## config.mk

```make
export PLATFORM = sky130hd
export DESIGN_NAME = doubly_linked_list_engine
export DESIGN_NICKNAME = d
export VERILOG_FILES = /design/src/rtl/dlle_pkg.sv /design/src/rtl/doubly_linked_list_engine.sv /design/src/rtl/dlle_ram.sv /design/src/rtl/dlle_front.sv /design/src/rtl/dlle_queue.sv /design/src/rtl/dlle_back.sv
export SDC_FILE = /design/constraint.sdc
export NUM_CORES = 1
export LEC_CHECK = 0
export BUFFER_PORTS_ARGS = -buffer_cell sky130_fd_sc_hd__buf_2
export CORE_MARGIN = 8
export CORE_UTILIZATION = 35
export DETAILED_ROUTE_END_ITERATION = 6
export PLACE_DENSITY = 0.53
export SYNTH_ARGS = -nofsm -noshare
export SYNTH_HDL_FRONTEND = slang
export SYNTH_SLANG_ARGS = --single-unit
```

## constraint.sdc

```tcl
create_clock -name clk -period 4.3 [get_ports clk]
set_input_delay 0.645 -clock clk [delete_from_list [all_inputs] [get_ports clk]]
set_output_delay 0.645 -clock clk [all_outputs]
set_load 0.005 [all_outputs]
```

## src/rtl/dlle_pkg.sv

```systemverilog
`timescale 1ns / 1ps
`default_nettype none
// ----------------------------------------------------------------------------
// dlle_pkg
// Shared constants and types of the linked list engine: request kinds,
// status codes and the request class passed from front end to back end.
// ----------------------------------------------------------------------------
package dlle_pkg;

	localparam int POOL_NODES_DEF = 16;
	localparam int DATA_BITS_DEF  = 32;
	localparam int QUEUE_DEPTH    = 2;

	localparam int KIND_W   = 3;
	localparam int STATUS_W = 2;

	localparam logic [KIND_W-1:0] KIND_PUSH_BACK     = 3'd0;
	localparam logic [KIND_W-1:0] KIND_PUSH_FRONT    = 3'd1;
	localparam logic [KIND_W-1:0] KIND_POP_BACK      = 3'd2;
	localparam logic [KIND_W-1:0] KIND_POP_FRONT     = 3'd3;
	localparam logic [KIND_W-1:0] KIND_INSERT_BEFORE = 3'd4;
	localparam logic [KIND_W-1:0] KIND_ERASE         = 3'd5;

	localparam logic [STATUS_W-1:0] ST_OK       = 2'd0;
	localparam logic [STATUS_W-1:0] ST_EMPTY    = 2'd1;
	localparam logic [STATUS_W-1:0] ST_FULL     = 2'd2;
	localparam logic [STATUS_W-1:0] ST_BAD_NODE = 2'd3;

	typedef enum logic [1:0] {
		OP_NOP    = 2'd0,
		OP_INSERT = 2'd1,
		OP_REMOVE = 2'd2
	} op_t;

	// which node the request works at
	typedef enum logic [1:0] {
		SEL_SENTINEL = 2'd0,
		SEL_HEAD     = 2'd1,
		SEL_TAIL     = 2'd2,
		SEL_TARGET   = 2'd3
	} sel_t;

	typedef struct packed {
		op_t  op;
		sel_t sel;
		logic bad_handle;
	} cls_t;

endpackage
`default_nettype wire

```

## src/rtl/doubly_linked_list_engine.sv

```systemverilog
`timescale 1ns / 1ps
`default_nettype none
// ----------------------------------------------------------------------------
// doubly_linked_list_engine
// Circular doubly linked list in a fixed node pool, node 0 as sentinel.
// ----------------------------------------------------------------------------
// Request channel: kind, value and target_node are taken at a rising edge
// with start high and busy low. Requests wait in a two-entry queue; busy is
// high while the queue is full.
// Result channel: status, new_node, removed_value and element_count are valid
// for exactly one cycle while done is high. The receiver cannot stall, so
// results never back up.
// Short requests (pops, erases, failed or unknown requests) finish in state
// B_CHECK; successful pushes and inserts go on through B_ALLOC and B_LINK.
// The sequencer works on one request at a time, while the queue keeps
// taking requests until it is full. It reads the neighbor links and
// the allocation bitmap word, then writes back through the single write port
// of each link memory, one link per memory per cycle.
// Reset empties the list at once: sentinel links and allocation state are
// flops, node memories need no clearing pass. busy is low after reset.
// ----------------------------------------------------------------------------
module doubly_linked_list_engine #(
	parameter int POOL_NODES = dlle_pkg::POOL_NODES_DEF,
	parameter int DATA_BITS  = dlle_pkg::DATA_BITS_DEF,
	localparam int NODE_BITS = $clog2(POOL_NODES)
) (
	input  logic                          clk,
	input  logic                          arst_n,
	input  logic                          start,
	output logic                          busy,
	input  logic [dlle_pkg::KIND_W-1:0]   kind,
	input  logic signed [DATA_BITS-1:0]   value,
	input  logic [NODE_BITS-1:0]          target_node,
	output logic                          done,
	output logic [dlle_pkg::STATUS_W-1:0] status,
	output logic [NODE_BITS-1:0]          new_node,
	output logic signed [DATA_BITS-1:0]   removed_value,
	output logic [NODE_BITS-1:0]          element_count
);

	localparam int Q_WIDTH = $bits(dlle_pkg::cls_t) + DATA_BITS + NODE_BITS;

	logic                 q_full, q_valid, q_pop, push;
	dlle_pkg::cls_t       push_cls, pop_cls;
	logic [DATA_BITS-1:0] push_value, pop_value;
	logic [NODE_BITS-1:0] push_target, pop_target;
	logic [Q_WIDTH-1:0]   pop_data;

	dlle_front #(.POOL_NODES(POOL_NODES), .DATA_BITS(DATA_BITS)) u_front (
		.start(start),
		.kind(kind),
		.value(value),
		.target_node(target_node),
		.q_full(q_full),
		.busy(busy),
		.push(push),
		.push_cls(push_cls),
		.push_value(push_value),
		.push_target(push_target)
	);

	dlle_queue #(.WIDTH(Q_WIDTH)) u_queue (
		.clk(clk),
		.arst_n(arst_n),
		.push(push),
		.push_data({push_cls, push_value, push_target}),
		.full(q_full),
		.pop(q_pop),
		.pop_data(pop_data),
		.valid(q_valid)
	);

	assign {pop_cls, pop_value, pop_target} = pop_data;

	dlle_back #(.POOL_NODES(POOL_NODES), .DATA_BITS(DATA_BITS)) u_back (
		.clk(clk),
		.arst_n(arst_n),
		.q_valid(q_valid),
		.q_cls(pop_cls),
		.q_value(pop_value),
		.q_target(pop_target),
		.q_pop(q_pop),
		.done(done),
		.status(status),
		.new_node(new_node),
		.removed_value(removed_value),
		.element_count(element_count)
	);

endmodule
`default_nettype wire

```

## src/rtl/dlle_ram.sv

```systemverilog
`timescale 1ns / 1ps
`default_nettype none
// ----------------------------------------------------------------------------
// dlle_ram
// Generic single write port, single read port RAM with registered read data.
// ----------------------------------------------------------------------------
module dlle_ram #(
	parameter int WIDTH = 8,
	parameter int DEPTH = 16,
	localparam int ADDR_W = (DEPTH > 1) ? $clog2(DEPTH) : 1
) (
	input  logic              clk,
	input  logic              we,
	input  logic [ADDR_W-1:0] waddr,
	input  logic [WIDTH-1:0]  wdata,
	input  logic [ADDR_W-1:0] raddr,
	output logic [WIDTH-1:0]  rdata
);

	logic [WIDTH-1:0] mem_q [DEPTH];
	logic [WIDTH-1:0] rdata_q;

	always_ff @(posedge clk) begin
		if (we) begin
			mem_q[waddr] <= wdata;
		end
		rdata_q <= mem_q[raddr];
	end

	assign rdata = rdata_q;

endmodule
`default_nettype wire

```

## src/rtl/dlle_front.sv

```systemverilog
`timescale 1ns / 1ps
`default_nettype none
// ----------------------------------------------------------------------------
// dlle_front
// Request intake: takes an item when the queue has room, decodes its kind
// into an operation and a working position, and range checks the handle.
// ----------------------------------------------------------------------------
module dlle_front #(
	parameter int POOL_NODES = dlle_pkg::POOL_NODES_DEF,
	parameter int DATA_BITS  = dlle_pkg::DATA_BITS_DEF,
	localparam int NODE_BITS = $clog2(POOL_NODES)
) (
	input  logic                        start,
	input  logic [dlle_pkg::KIND_W-1:0] kind,
	input  logic [DATA_BITS-1:0]        value,
	input  logic [NODE_BITS-1:0]        target_node,
	input  logic                        q_full,
	output logic                        busy,
	output logic                        push,
	output dlle_pkg::cls_t              push_cls,
	output logic [DATA_BITS-1:0]        push_value,
	output logic [NODE_BITS-1:0]        push_target
);

	logic in_range;

	assign in_range = ({1'b0, target_node} < (NODE_BITS+1)'(POOL_NODES));

	always_comb begin
		push_cls.op         = dlle_pkg::OP_NOP;
		push_cls.sel        = dlle_pkg::SEL_SENTINEL;
		push_cls.bad_handle = 1'b0;
		unique case (kind)
			dlle_pkg::KIND_PUSH_BACK: begin
				push_cls.op  = dlle_pkg::OP_INSERT;
				push_cls.sel = dlle_pkg::SEL_SENTINEL;
			end
			dlle_pkg::KIND_PUSH_FRONT: begin
				push_cls.op  = dlle_pkg::OP_INSERT;
				push_cls.sel = dlle_pkg::SEL_HEAD;
			end
			dlle_pkg::KIND_POP_BACK: begin
				push_cls.op  = dlle_pkg::OP_REMOVE;
				push_cls.sel = dlle_pkg::SEL_TAIL;
			end
			dlle_pkg::KIND_POP_FRONT: begin
				push_cls.op  = dlle_pkg::OP_REMOVE;
				push_cls.sel = dlle_pkg::SEL_HEAD;
			end
			dlle_pkg::KIND_INSERT_BEFORE: begin
				push_cls.op         = dlle_pkg::OP_INSERT;
				push_cls.sel        = dlle_pkg::SEL_TARGET;
				push_cls.bad_handle = !in_range;
			end
			dlle_pkg::KIND_ERASE: begin
				// the sentinel can never be erased
				push_cls.op         = dlle_pkg::OP_REMOVE;
				push_cls.sel        = dlle_pkg::SEL_TARGET;
				push_cls.bad_handle = !in_range || (target_node == '0);
			end
			default: begin
				push_cls.op = dlle_pkg::OP_NOP;
			end
		endcase
	end

	// out of range handles are parked on the sentinel so memories stay in range
	assign push_target = in_range ? target_node : '0;
	assign push_value  = value;
	assign busy        = q_full;
	assign push        = start && !q_full;

endmodule
`default_nettype wire

```

## src/rtl/dlle_queue.sv

```systemverilog
`timescale 1ns / 1ps
`default_nettype none
// ----------------------------------------------------------------------------
// dlle_queue
// Short first-in first-out queue that decouples request intake from the
// list update sequencer.
// ----------------------------------------------------------------------------
module dlle_queue #(
	parameter int WIDTH = 8
) (
	input  logic             clk,
	input  logic             arst_n,
	input  logic             push,
	input  logic [WIDTH-1:0] push_data,
	output logic             full,
	input  logic             pop,
	output logic [WIDTH-1:0] pop_data,
	output logic             valid
);

	localparam int DEPTH = dlle_pkg::QUEUE_DEPTH;
	localparam int PTR_W = (DEPTH > 1) ? $clog2(DEPTH) : 1;
	localparam int CNT_W = $clog2(DEPTH + 1);

	logic [WIDTH-1:0] mem_q [DEPTH];
	logic [PTR_W-1:0] wr_q, rd_q;
	logic [CNT_W-1:0] cnt_q;

	function automatic logic [PTR_W-1:0] ptr_next(input logic [PTR_W-1:0] p);
		return (p == PTR_W'(DEPTH - 1)) ? '0 : p + 1'b1;
	endfunction

	always_ff @(posedge clk or negedge arst_n) begin
		if (!arst_n) begin
			wr_q  <= '0;
			rd_q  <= '0;
			cnt_q <= '0;
		end else begin
			if (push) begin
				wr_q <= ptr_next(wr_q);
			end
			if (pop) begin
				rd_q <= ptr_next(rd_q);
			end
			if (push && !pop) begin
				cnt_q <= cnt_q + 1'b1;
			end else if (pop && !push) begin
				cnt_q <= cnt_q - 1'b1;
			end
		end
	end

	always_ff @(posedge clk) begin
		if (push) begin
			mem_q[wr_q] <= push_data;
		end
	end

	assign pop_data = mem_q[rd_q];
	assign valid    = (cnt_q != '0);
	assign full     = (cnt_q == CNT_W'(DEPTH));

	a_no_overflow: assert property (@(posedge clk) disable iff (!arst_n)
		!(push && full))
		else $error("queue written while full");

	a_no_underflow: assert property (@(posedge clk) disable iff (!arst_n)
		!(pop && !valid))
		else $error("queue read while empty");

endmodule
`default_nettype wire

```

## src/rtl/dlle_back.sv

```systemverilog
`timescale 1ns / 1ps
`default_nettype none
// ----------------------------------------------------------------------------
// dlle_back
// List update sequencer: reads the neighbor links and the allocation bitmap,
// checks the request, allocates the lowest free node and rewires the links.
// ----------------------------------------------------------------------------
module dlle_back #(
	parameter int POOL_NODES = dlle_pkg::POOL_NODES_DEF,
	parameter int DATA_BITS  = dlle_pkg::DATA_BITS_DEF,
	localparam int NODE_BITS = $clog2(POOL_NODES)
) (
	input  logic                          clk,
	input  logic                          arst_n,
	input  logic                          q_valid,
	input  dlle_pkg::cls_t                q_cls,
	input  logic [DATA_BITS-1:0]          q_value,
	input  logic [NODE_BITS-1:0]          q_target,
	output logic                          q_pop,
	output logic                          done,
	output logic [dlle_pkg::STATUS_W-1:0] status,
	output logic [NODE_BITS-1:0]          new_node,
	output logic signed [DATA_BITS-1:0]   removed_value,
	output logic [NODE_BITS-1:0]          element_count
);

	localparam int WBIT_W    = (NODE_BITS < 5) ? NODE_BITS : 5;
	localparam int WORD_BITS = 1 << WBIT_W;
	localparam int WORDS     = (POOL_NODES + WORD_BITS - 1) / WORD_BITS;
	localparam int WIDX_W    = (WORDS > 1) ? $clog2(WORDS) : 1;
	localparam logic [NODE_BITS-1:0] LAST_COUNT = NODE_BITS'(POOL_NODES - 1);

	typedef enum logic [4:0] {
		B_IDLE  = 5'b00001,
		B_LOOK  = 5'b00010,
		B_CHECK = 5'b00100,
		B_ALLOC = 5'b01000,
		B_LINK  = 5'b10000
	} bstate_t;

	function automatic logic [WIDX_W-1:0] word_of(input logic [NODE_BITS-1:0] n);
		logic [NODE_BITS-1:0] s;
		s = n >> WBIT_W;
		return s[WIDX_W-1:0];
	endfunction

	function automatic logic [NODE_BITS-1:0] node_at(input logic [WIDX_W-1:0] w,
			input logic [WBIT_W-1:0] b);
		logic [NODE_BITS-1:0] r;
		r = (NODE_BITS'(w) << WBIT_W) | NODE_BITS'(b);
		return r;
	endfunction

	// bitmap word before its first write: sentinel and nonexistent nodes taken
	function automatic logic [WORD_BITS-1:0] rsv_mask(input logic [WIDX_W-1:0] w);
		logic [WORD_BITS-1:0] m;
		int idx;
		for (int b = 0; b < WORD_BITS; b++) begin
			idx  = (int'(w) << WBIT_W) + b;
			m[b] = (idx == 0) || (idx >= POOL_NODES);
		end
		return m;
	endfunction

	bstate_t state_q, state_d;
	dlle_pkg::cls_t cls_q, cls_d;
	logic [DATA_BITS-1:0] val_q, val_d;
	logic [NODE_BITS-1:0] node_q, node_d, p_q, p_d, nn_q, nn_d;
	logic [WIDX_W-1:0] fw_q, fw_d;
	logic [NODE_BITS-1:0] count_q, count_d, head_q, head_d, tail_q, tail_d;
	logic [WORDS-1:0] full_q, full_d, wvld_q, wvld_d;
	logic done_q, done_d;
	logic [dlle_pkg::STATUS_W-1:0] status_q, status_d;
	logic [NODE_BITS-1:0] new_node_q, new_node_d;
	logic signed [DATA_BITS-1:0] removed_q, removed_d;

	logic                 val_we, prv_we, nxt_we, bm_we;
	logic [NODE_BITS-1:0] val_waddr, prv_waddr, nxt_waddr;
	logic [DATA_BITS-1:0] val_wdata, val_rdata;
	logic [NODE_BITS-1:0] prv_wdata, nxt_wdata, prv_rdata, nxt_rdata;
	logic [WIDX_W-1:0]    bm_waddr, bm_raddr;
	logic [WORD_BITS-1:0] bm_wdata, bm_rdata;

	logic [WIDX_W-1:0]    node_widx, free_word;
	logic [WBIT_W-1:0]    node_bit, free_bit;
	logic [WORD_BITS-1:0] node_word, alloc_word, alloc_next;
	logic [NODE_BITS-1:0] link_p, link_n, alloc_node;
	logic                 in_use;

	dlle_ram #(.WIDTH(DATA_BITS), .DEPTH(POOL_NODES)) u_val_ram (
		.clk(clk), .we(val_we), .waddr(val_waddr), .wdata(val_wdata),
		.raddr(node_q), .rdata(val_rdata)
	);

	dlle_ram #(.WIDTH(NODE_BITS), .DEPTH(POOL_NODES)) u_prv_ram (
		.clk(clk), .we(prv_we), .waddr(prv_waddr), .wdata(prv_wdata),
		.raddr(node_q), .rdata(prv_rdata)
	);

	dlle_ram #(.WIDTH(NODE_BITS), .DEPTH(POOL_NODES)) u_nxt_ram (
		.clk(clk), .we(nxt_we), .waddr(nxt_waddr), .wdata(nxt_wdata),
		.raddr(node_q), .rdata(nxt_rdata)
	);

	dlle_ram #(.WIDTH(WORD_BITS), .DEPTH(WORDS)) u_bm_ram (
		.clk(clk), .we(bm_we), .waddr(bm_waddr), .wdata(bm_wdata),
		.raddr(bm_raddr), .rdata(bm_rdata)
	);

	// lowest bitmap word that still has a free node
	always_comb begin
		free_word = '0;
		for (int w = WORDS - 1; w >= 0; w--) begin
			if (!full_q[w]) begin
				free_word = WIDX_W'(w);
			end
		end
	end

	// lowest free node inside that word
	always_comb begin
		free_bit = '0;
		for (int b = WORD_BITS - 1; b >= 0; b--) begin
			if (!alloc_word[b]) begin
				free_bit = WBIT_W'(b);
			end
		end
	end

	assign node_widx  = word_of(node_q);
	assign node_bit   = node_q[WBIT_W-1:0];
	assign node_word  = wvld_q[node_widx] ? bm_rdata : rsv_mask(node_widx);
	assign in_use     = node_word[node_bit];
	// sentinel links live in head_q / tail_q
	assign link_p     = (node_q == '0) ? tail_q : prv_rdata;
	assign link_n     = (node_q == '0) ? head_q : nxt_rdata;
	assign alloc_word = wvld_q[fw_q] ? bm_rdata : rsv_mask(fw_q);
	assign alloc_node = node_at(fw_q, free_bit);
	assign alloc_next = alloc_word | (WORD_BITS'(1) << free_bit);
	assign bm_raddr   = (state_q == B_CHECK) ? fw_q : node_widx;

	always_comb begin
		state_d    = state_q;
		cls_d      = cls_q;
		val_d      = val_q;
		node_d     = node_q;
		p_d        = p_q;
		nn_d       = nn_q;
		fw_d       = fw_q;
		count_d    = count_q;
		head_d     = head_q;
		tail_d     = tail_q;
		full_d     = full_q;
		wvld_d     = wvld_q;
		done_d     = 1'b0;
		status_d   = status_q;
		new_node_d = new_node_q;
		removed_d  = removed_q;
		q_pop      = 1'b0;
		val_we     = 1'b0;
		val_waddr  = '0;
		val_wdata  = '0;
		prv_we     = 1'b0;
		prv_waddr  = '0;
		prv_wdata  = '0;
		nxt_we     = 1'b0;
		nxt_waddr  = '0;
		nxt_wdata  = '0;
		bm_we      = 1'b0;
		bm_waddr   = '0;
		bm_wdata   = '0;

		unique case (state_q)
			B_IDLE: begin
				if (q_valid) begin
					q_pop = 1'b1;
					cls_d = q_cls;
					val_d = q_value;
					case (q_cls.sel)
						dlle_pkg::SEL_SENTINEL: node_d = '0;
						dlle_pkg::SEL_HEAD:     node_d = head_q;
						dlle_pkg::SEL_TAIL:     node_d = tail_q;
						default:                node_d = q_target;
					endcase
					state_d = B_LOOK;
				end
			end
			B_LOOK: begin
				fw_d    = free_word;
				state_d = B_CHECK;
			end
			B_CHECK: begin
				state_d    = B_IDLE;
				done_d     = 1'b1;
				status_d   = dlle_pkg::ST_OK;
				new_node_d = '0;
				removed_d  = '0;
				unique case (cls_q.op)
					dlle_pkg::OP_REMOVE: begin
						if (cls_q.sel == dlle_pkg::SEL_TARGET &&
								(cls_q.bad_handle || !in_use)) begin
							status_d = dlle_pkg::ST_BAD_NODE;
						end else if (cls_q.sel != dlle_pkg::SEL_TARGET &&
								count_q == '0) begin
							status_d = dlle_pkg::ST_EMPTY;
						end else begin
							removed_d         = val_rdata;
							bm_we             = 1'b1;
							bm_waddr          = node_widx;
							bm_wdata          = node_word & ~(WORD_BITS'(1) << node_bit);
							wvld_d[node_widx] = 1'b1;
							full_d[node_widx] = 1'b0;
							if (link_p == '0) begin
								head_d = link_n;
							end else begin
								nxt_we    = 1'b1;
								nxt_waddr = link_p;
								nxt_wdata = link_n;
							end
							if (link_n == '0) begin
								tail_d = link_p;
							end else begin
								prv_we    = 1'b1;
								prv_waddr = link_n;
								prv_wdata = link_p;
							end
							count_d = count_q - 1'b1;
						end
					end
					dlle_pkg::OP_INSERT: begin
						// handle is checked before the pool
						if (cls_q.sel == dlle_pkg::SEL_TARGET &&
								(cls_q.bad_handle || !in_use)) begin
							status_d = dlle_pkg::ST_BAD_NODE;
						end else if (count_q == LAST_COUNT) begin
							status_d = dlle_pkg::ST_FULL;
						end else begin
							done_d  = 1'b0;
							p_d     = link_p;
							state_d = B_ALLOC;
						end
					end
					default: begin
						status_d = dlle_pkg::ST_OK;
					end
				endcase
			end
			B_ALLOC: begin
				bm_we        = 1'b1;
				bm_waddr     = fw_q;
				bm_wdata     = alloc_next;
				wvld_d[fw_q] = 1'b1;
				full_d[fw_q] = &alloc_next;
				val_we       = 1'b1;
				val_waddr    = alloc_node;
				val_wdata    = val_q;
				prv_we       = 1'b1;
				prv_waddr    = alloc_node;
				prv_wdata    = p_q;
				nxt_we       = 1'b1;
				nxt_waddr    = alloc_node;
				nxt_wdata    = node_q;
				nn_d         = alloc_node;
				state_d      = B_LINK;
			end
			B_LINK: begin
				if (p_q == '0) begin
					head_d = nn_q;
				end else begin
					nxt_we    = 1'b1;
					nxt_waddr = p_q;
					nxt_wdata = nn_q;
				end
				if (node_q == '0) begin
					tail_d = nn_q;
				end else begin
					prv_we    = 1'b1;
					prv_waddr = node_q;
					prv_wdata = nn_q;
				end
				count_d    = count_q + 1'b1;
				done_d     = 1'b1;
				status_d   = dlle_pkg::ST_OK;
				new_node_d = nn_q;
				removed_d  = '0;
				state_d    = B_IDLE;
			end
			default: begin
				state_d = B_IDLE;
			end
		endcase
	end

	always_ff @(posedge clk or negedge arst_n) begin
		if (!arst_n) begin
			state_q <= B_IDLE;
			count_q <= '0;
			head_q  <= '0;
			tail_q  <= '0;
			full_q  <= '0;
			wvld_q  <= '0;
			done_q  <= 1'b0;
		end else begin
			state_q <= state_d;
			count_q <= count_d;
			head_q  <= head_d;
			tail_q  <= tail_d;
			full_q  <= full_d;
			wvld_q  <= wvld_d;
			done_q  <= done_d;
		end
	end

	always_ff @(posedge clk) begin
		cls_q      <= cls_d;
		val_q      <= val_d;
		node_q     <= node_d;
		p_q        <= p_d;
		nn_q       <= nn_d;
		fw_q       <= fw_d;
		status_q   <= status_d;
		new_node_q <= new_node_d;
		removed_q  <= removed_d;
	end

	assign done          = done_q;
	assign status        = status_q;
	assign new_node      = new_node_q;
	assign removed_value = removed_q;
	assign element_count = count_q;

	a_done_pulse: assert property (@(posedge clk) disable iff (!arst_n)
		done_q |=> !done_q)
		else $error("result strobe held for two cycles");

	a_count_range: assert property (@(posedge clk) disable iff (!arst_n)
		count_q <= LAST_COUNT)
		else $error("element count beyond pool capacity");

	a_empty_links: assert property (@(posedge clk) disable iff (!arst_n)
		(count_q == '0) == ((head_q == '0) && (tail_q == '0)))
		else $error("sentinel links disagree with element count");

	a_fail_clean: assert property (@(posedge clk) disable iff (!arst_n)
		(done_q && status_q != dlle_pkg::ST_OK) |-> (new_node_q == '0 && removed_q == '0))
		else $error("failed request reports a node or a value");

endmodule
`default_nettype wire

```

==> results of run 1 <==
## state kept, by name, indices dropped and copies added (netlist names), 5 cells and up
signal	flops
u_back.cls_q	5
u_back.removed_value	32
u_back.state_q	5
u_back.u_bm_ram.mem_q	16
u_back.u_bm_ram.rdata	16
u_back.u_nxt_ram.mem_q	64
u_back.u_prv_ram.mem_q	64
u_back.u_val_ram.mem_q	512
u_back.u_val_ram.rdata	32
u_back.val_q	32
u_queue.mem_q	82
## final cells by class
cell class / count / area share, %
Sequential cell: 904 / 65.7
Multi-Input combinational cell: 697 / 19.6
Clock buffer: 122 / 6.48
Tap cell: 1287 / 3.99
Timing Repair Buffer: 159 / 2.66
Clock inverter: 59 / 1.37
Inverter: 25 / 0.236
## worst reg2reg max path: stages, from the launching register on
cell and delay [ns]:
edfxtp_1 0.86, or2_1 0.24, o221a_1 0.23, o21ba_2 0.18
o2111a_2 0.30, nor2_1 0.52, o221ai_1 0.47, nor3_1 0.61
## power groups by stage
stage                     Combinational, uW  Clock, uW  Sequential (uW)
final                                  4000       8210            10700
after global routing                   4370       8730            10800
after CTS                              4130       8430            10700
after detailed placement               4120          0            10900
after global placement                 4080          0            10900
after floorplan                        2950          0            10600
## through the flow
step	utilization (%)	hold WS (ns)
detailed placement	37.8	0.334
finish	41.0	0.173
global route	41.0	0.143
global placement	37.8	0.326
floorplan	-	0.323
CTS	41.0	0.121
## cell usage after synthesis (all sizes together), types with 4 or more instances
| cell | count | area, sq um |
|---|---|---|
| dfrtp | 22 | 551 |
| clkbuf | 53 | 199 |
| nand2b | 6 | 37.5 |
| and3 | 20 | 125 |
| dfxtp | 56 | 1120 |
| or3 | 10 | 62.6 |
| nor2 | 47 | 176 |
| nor4 | 11 | 83.8 |
| xnor2 | 4 | 35.0 |
| and4 | 4 | 35.0 |
| o221a | 4 | 45.0 |
| inv | 23 | 86.3 |
| a211oi | 4 | 30.0 |
| and2 | 72 | 450 |
| buf | 25 | 139 |
| a21oi | 38 | 194 |
| nand3 | 17 | 85.1 |
| a31oi | 4 | 25.0 |
| o221ai | 6 | 52.6 |
| o21ai | 36 | 180 |
| nor3 | 25 | 130 |
| or2 | 6 | 37.5 |
| nand2 | 51 | 194 |
| o22ai | 10 | 62.6 |
| ha | 5 | 62.6 |
| mux4 | 200 | 4500 |
| mux2 | 46 | 518 |
| xor2 | 5 | 43.8 |
| a22oi | 10 | 75.1 |
| edfxtp | 825 | 24800 |
| mux2i | 15 | 154 |
## cell families after synthesis
family          count (synthesis)  synth area share (%)
compound gates                139                  2.60
xor+xnor                        9                 0.227
fa+ha+maj                       6                 0.238
buf+inv                       103                  1.25
flops                         904                  76.4
mux                           261                  14.9
simple gates                  282                  4.35
## per-layer routing
layer / part of all wire [%] / vias to the layer above / track usage, % / routed length (microns)
met5: 0.015 / - / 0 / 12
met4: 2.5 / 2 / 4.48 / 2070
met3: 5.5 / 128 / 2.68 / 4520
met2: 48 / 530 / 24.4 / 39300
met1: 44 / 8981 / 20.7 / 36000
li1: - / 7351 / - / -
## final timing paths
check	startpoint	endpoint	slack (ns)	depth (start not counted)
max	u_back.node_bit[1]	u_back.u_nxt_ram.mem_q[5][2]	0.52	7
max in group asynchronous	arst_n	u_queue.rd_q	3.32	2
max reg2reg	u_back.node_bit[1]	u_back.u_nxt_ram.mem_q[5][2]	0.52	7
min in group asynchronous	arst_n	u_back.head_q[0]	0.53	2
min	value[11]	u_queue.mem_q[1][15]	0.17	1
min reg2reg	u_back.u_bm_ram.mem_q[0][13]	u_back.u_bm_ram.rdata[13]	0.34	0
## timing repair
action | in CTS | in global routing
hold buffers | 1 | 0
resized for setup | 0 | 0
hold endpoints to repair | 22 | 0
==> results_dict.tcl, run 1 <==
set metrics [dict create \
    status "completed" \
    grt_pass1_vias 18000 \
    clk_pin_slew_worst_paths_ns 0.06 \
    grt_max_degree 65 \
    layout_common_cells "825 x edfxtp_1, 200 x mux4_2, 98 x clkbuf_16" \
    maxCapViolCount 0 \
    drt_first_pass_iters 5 \
    track_usage_pct 15.1 \
    cts_setup_buffers 0 \
    wl_per_cell_microns 25.2 \
    fin_crit_ns 3.78 \
    vias_per_cell 5.22 \
    ant_nets 0 \
    start_util_pct 35.3 \
    h-tree-depth 3 \
    synth_area_sq_um 34600 \
    worst_slack_ns 0.525 \
    fin_area_sq_um 40300 \
    switchingPower_uw 6190 \
    drcViolationCount 0 \
    hp-class "input port to flop" \
    final_common_cell "edfxtp_1" \
    clkPwrFrac_pct 35.8 \
    cp-start-kind "flop" \
    synthToLayoutAreaGrowth_pct 16.3 \
    cpMaxStageDelayCell "edfxtp_1" \
    cts_root_buffer "clkbuf_16" \
    setup-violations-final 0 \
    drtIter0Drc 1527 \
    syn-num-nets 1752 \
    synth.distinct_cells 71 \
    dpl_cell_area_sq_um 37100 \
    required_ns 4.60 \
    finClkSkew_ns 0.0269 \
    wl_mm 82.0 \
    final.setup.tns_ns 0 \
    finalHoldViolCount 0 \
    cts_tree "yes" \
    dieArea_sq_um 109000 \
    die_w_microns 331 \
    synth_edf_count 825 \
    n_fill_cell 8707 \
    diodes 0 \
    end_kind "flop" \
    io_pins 86 \
    cts.path.max_buffers 3 \
    finalCritPeriodShare_pct 87.8 \
    placementRows 115 \
    combinationalPowerShare_pct 17.5 \
    ys_warn_count 0 \
    finalNetCount 1931 \
    max-slew-margin-rel_pct 24.6 \
    multi_input_area_sq_um 7900 \
    die_h_microns 331 \
    slew_viol_final 0 \
    place.port_buffers 85 \
    worst-path-max-fanout 22 \
    grt_pass1_wl_mm 122 \
    critPathArrivalTime_ns 4.07 \
    sequentialPowerShare_pct 46.7 \
    ir_drop_mv 0.443 \
    core_area_sq_um 98300 \
    gp_congestion 0.866 \
    dp_slack_ns 0.550 \
    worst-setup-path-type "flop to flop" \
    crit_chain "or2_1, o221a_1, o21ba_2, o2111a_2, nor2_1, o221ai_1, nor3_1" \
    total_power_uw 22900 \
    yosysSeqAreaShare_pct 76.4 \
    power_density_nw_per_um2 568 \
    clock_sinks 904 \
    rsz0062_at_grt "no" \
    clock_latency_ns 0.67 \
    cts_buffers 96 \
    dr_total_vias 17000 \
    crit_buf_inv 0 \
    synthFlopType "edfxtp_1" \
    worstMarginPinSlew_ns 1.13 \
    synthArstFlopShare_pct 2.54 \
    syn_avg_cell_area_sq_um 20.3 \
    cp_slowest_stage_delay_ns 0.86 \
    fmax_mhz 265 \
    ys_seq_elements 904 \
    hpwl_mm 48.6 \
    sw_frac_of_total_pct 27.0 \
    netlist_instances 1704 \
    intPower_uw 16700 \
    place_inst 3071 \
    power_leakage_uw 0.0141 \
    final_cells 3253 \
    path_delay_family "simple AND/OR/NAND/NOR gates" \
    regArea_sq_um 26500 \
    antenna_found_initial 3 \
    grt_overflow 0 \
    drive_gt1_share_pct 30.2 \
]
Power figures use the tool's default switching activity.
==> inputs of run 2 (changes only) <==
--- a/config.mk
+++ b/config.mk
@@ -6,10 +6,12 @@
 export NUM_CORES = 1
 export LEC_CHECK = 0
 export BUFFER_PORTS_ARGS = -buffer_cell sky130_fd_sc_hd__buf_2
+export CELL_PAD_IN_SITES_DETAIL_PLACEMENT = 2
+export CELL_PAD_IN_SITES_GLOBAL_PLACEMENT = 2
 export CORE_MARGIN = 8
 export CORE_UTILIZATION = 35
 export DETAILED_ROUTE_END_ITERATION = 6
-export PLACE_DENSITY = 0.53
+export PLACE_DENSITY = 0.64
 export SYNTH_ARGS = -nofsm -noshare
 export SYNTH_HDL_FRONTEND = slang
 export SYNTH_SLANG_ARGS = --single-unit
==> run 2 against run 1 <==
Net effect: clock power rose by 4.3%; count of clock-buffer cells in the layout increased by 11; sequential power about the same; global-route usage grew 2.0 points; sequential cell count unchanged; core utilization is essentially flat; critical path depth unchanged; wire length rose by 14%; critical path type unchanged; critical endpoint is now u_back.u_nxt_ram.mem_q[11][2]; largest cell class unchanged.
==> results_dict.tcl, run 2 (same netlist as run 1, synthesis figures left out) <==
set metrics [dict create \
    wl_mm 93.1 \
    busiest_layer "met2" \
    layout_common_cells "825 x edfxtp_1, 200 x mux4_2, 99 x clkbuf_16" \
    min_path_cells 1 \
    vias_per_cell 5.32 \
    finalHoldViolCount 0 \
    sw_frac_of_total_pct 27.2 \
    clk_pin_slew_worst_paths_ns 0.06 \
    switchingPower_uw 6330 \
    cts_tree "yes" \
    clock_sinks 904 \
    status "completed" \
    grt_pass1_wl_mm 137 \
    finClkSkew_ns 0.0310 \
    worst-path-max-fanout 19 \
    worst_slack_ns 0.421 \
    r2r_slack_ns 0.42 \
    r2r_end "u_back.u_nxt_ram.mem_q[11][2]" \
    core_area_sq_um 98300 \
    cts_buffers 97 \
    ir_drop_mv 0.561 \
    wl_per_cell_microns 28.6 \
    max-slew-margin-rel_pct 9.03 \
    drcViolationCount 0 \
    diodes 0 \
    slew_viol_final 0 \
    track_usage_pct 17.0 \
    grt_max_degree 70 \
    fmax_mhz 258 \
    worst-setup-path-type "flop to flop" \
    final.setup.tns_ns 0 \
    dr_total_vias 17300 \
    regToRegStartpoint "u_back.node_bit[0]" \
    hold_start "value[11]" \
    dpl_cell_area_sq_um 37100 \
    power_density_nw_per_um2 577 \
    die_w_microns 331 \
    ff2ff_path_depth 7 \
    worstMarginPinSlew_ns 1.36 \
    hpwl_mm 57.9 \
    met1_usage_pct 23.8 \
    drive_gt1_share_pct 29.8 \
    intPower_uw 17000 \
    largest_register_ffs 512 \
    final_common_cell "edfxtp_1" \
    total_power_uw 23300 \
    rsz0062_at_grt "no" \
    combinationalPowerShare_pct 17.1 \
    fin_crit_ns 3.88 \
    clock_latency_ns 0.67 \
    maxCapViolCount 0 \
    cts_root_buffer "clkbuf_16" \
    place.port_buffers 85 \
    die_h_microns 331 \
    finalCritPeriodShare_pct 90.2 \
    largest-register "u_back.u_val_ram.mem_q" \
    end_kind "flop" \
    drt_first_pass_iters 7 \
    finalNetCount 1928 \
    dp_slack_ns 0.386 \
    cp-start-kind "flop" \
    dieArea_sq_um 109000 \
    grt_pass1_vias 19400 \
    power_leakage_uw 0.0141 \
    start_util_pct 35.3 \
    n_fill_cell 9164 \
    gp_congestion 0.842 \
    cts_setup_buffers 0 \
    h-tree-depth 3 \
    min_to "u_queue.mem_q[1][15]" \
    ant_nets 0 \
    io_pins 86 \
    use_met2_pct 28.2 \
    drtIter0Drc 1392 \
    regArea_sq_um 26500 \
    clkPwrFrac_pct 36.7 \
    antenna_found_initial 6 \
    required_ns 4.64 \
    setup-violations-final 0 \
    synthToLayoutAreaGrowth_pct 16.4 \
    grt_overflow 0 \
    fin_area_sq_um 40300 \
    utilization_pct 41.1 \
    sequentialPowerShare_pct 46.2 \
    use_met3_pct 2.29 \
    multi_input_area_sq_um 7910 \
    reg_top3 "u_back.u_val_ram.mem_q: 512 flops, u_queue.mem_q: 82 flops" \
    placementRows 115 \
    cts.path.max_buffers 3 \
    critPathArrivalTime_ns 4.22 \
    hp-class "input port to flop" \
]
[run 2: cell types whose count changed in the layout (fill, tap and decap cells not counted), sizes merged]
cell	change
clkinvlp	-5
clkinv	-8
inv	-2
buf	-4
clkbuf	+11
bufinv	+3
[run 2: critical path, stage by stage (launching register included)]
cell and delay, ns:
edfxtp_1 0.71, nor4_4 0.39, mux2_2 0.40, or3_1 0.33, a2111oi_1 0.69, nor3_1 0.13
a211oi_1 0.57, and3_1 0.36
[run 2: how the worst max path moves through the flow]
stage          slack [ns]  cells past startpoint          startpoint                       endpoint
2_1_floorplan        0.56                      9       u_back.wvld_q   u_back.u_val_ram.mem_q[0][0]
4_1_cts              0.41                      6  u_back.node_bit[0]  u_back.u_prv_ram.mem_q[15][2]
6_report             0.42                      7  u_back.node_bit[0]  u_back.u_nxt_ram.mem_q[11][2]
5_1_grt              0.20                      6  u_back.node_bit[0]   u_back.u_prv_ram.mem_q[7][1]
3_5_place_dp         0.39                      7  u_back.node_bit[1]   u_back.u_prv_ram.mem_q[9][2]
3_3_place_gp         0.60                      4  u_back.node_bit[0]     u_back.u_val_ram.rdata[31]
[run 2: stage by stage]
| stage | hold slack (ns) | cells |
|---|---|---|
| final | 0.172 | 3248 |
| after global routing | 0.146 | 3248 |
| after CTS | 0.119 | 3248 |
| after detailed placement | 0.330 | 3067 |
| after global placement | 0.324 | 3067 |
| after floorplan | 0.323 | 1704 |
[run 2: power by group through the flow]
stage                     clock (uW)  sequential (uW)  combinational [uW]
after global routing            9060            10800                4350
after floorplan                    0            10600                2950
after CTS                       8780            10800                4100
after global placement             0            10900                3970
after detailed placement           0            10900                4060
final                           8560            10800                3980
[run 2: timing repair]
action,CTS,global route
hold endpoints to repair,22,0
hold buffers,1,0
resized for setup,0,0
[run 2: metal layers]
| layer | vias to the layer above | wire (microns) | share of wire (%) |
|---|---|---|---|
| li1 | 7329 | - | - |
| met2 | 428 | 45900 | 49 |
| met4 | 0 | 1440 | 1.5 |
| met1 | 9428 | 41700 | 45 |
| met3 | 95 | 3950 | 4.2 |
| met5 | - | 0 | 0 |
[run 2: area by class of cell]
cell class                      count  area share [%]
Clock inverter                     47            1.40
Tap cell                         1287            3.99
Sequential cell                   904            65.6
Clock buffer                      133            6.68
Timing Repair Buffer              155            2.49
Multi-Input combinational cell    697            19.6
Inverter                           25           0.236
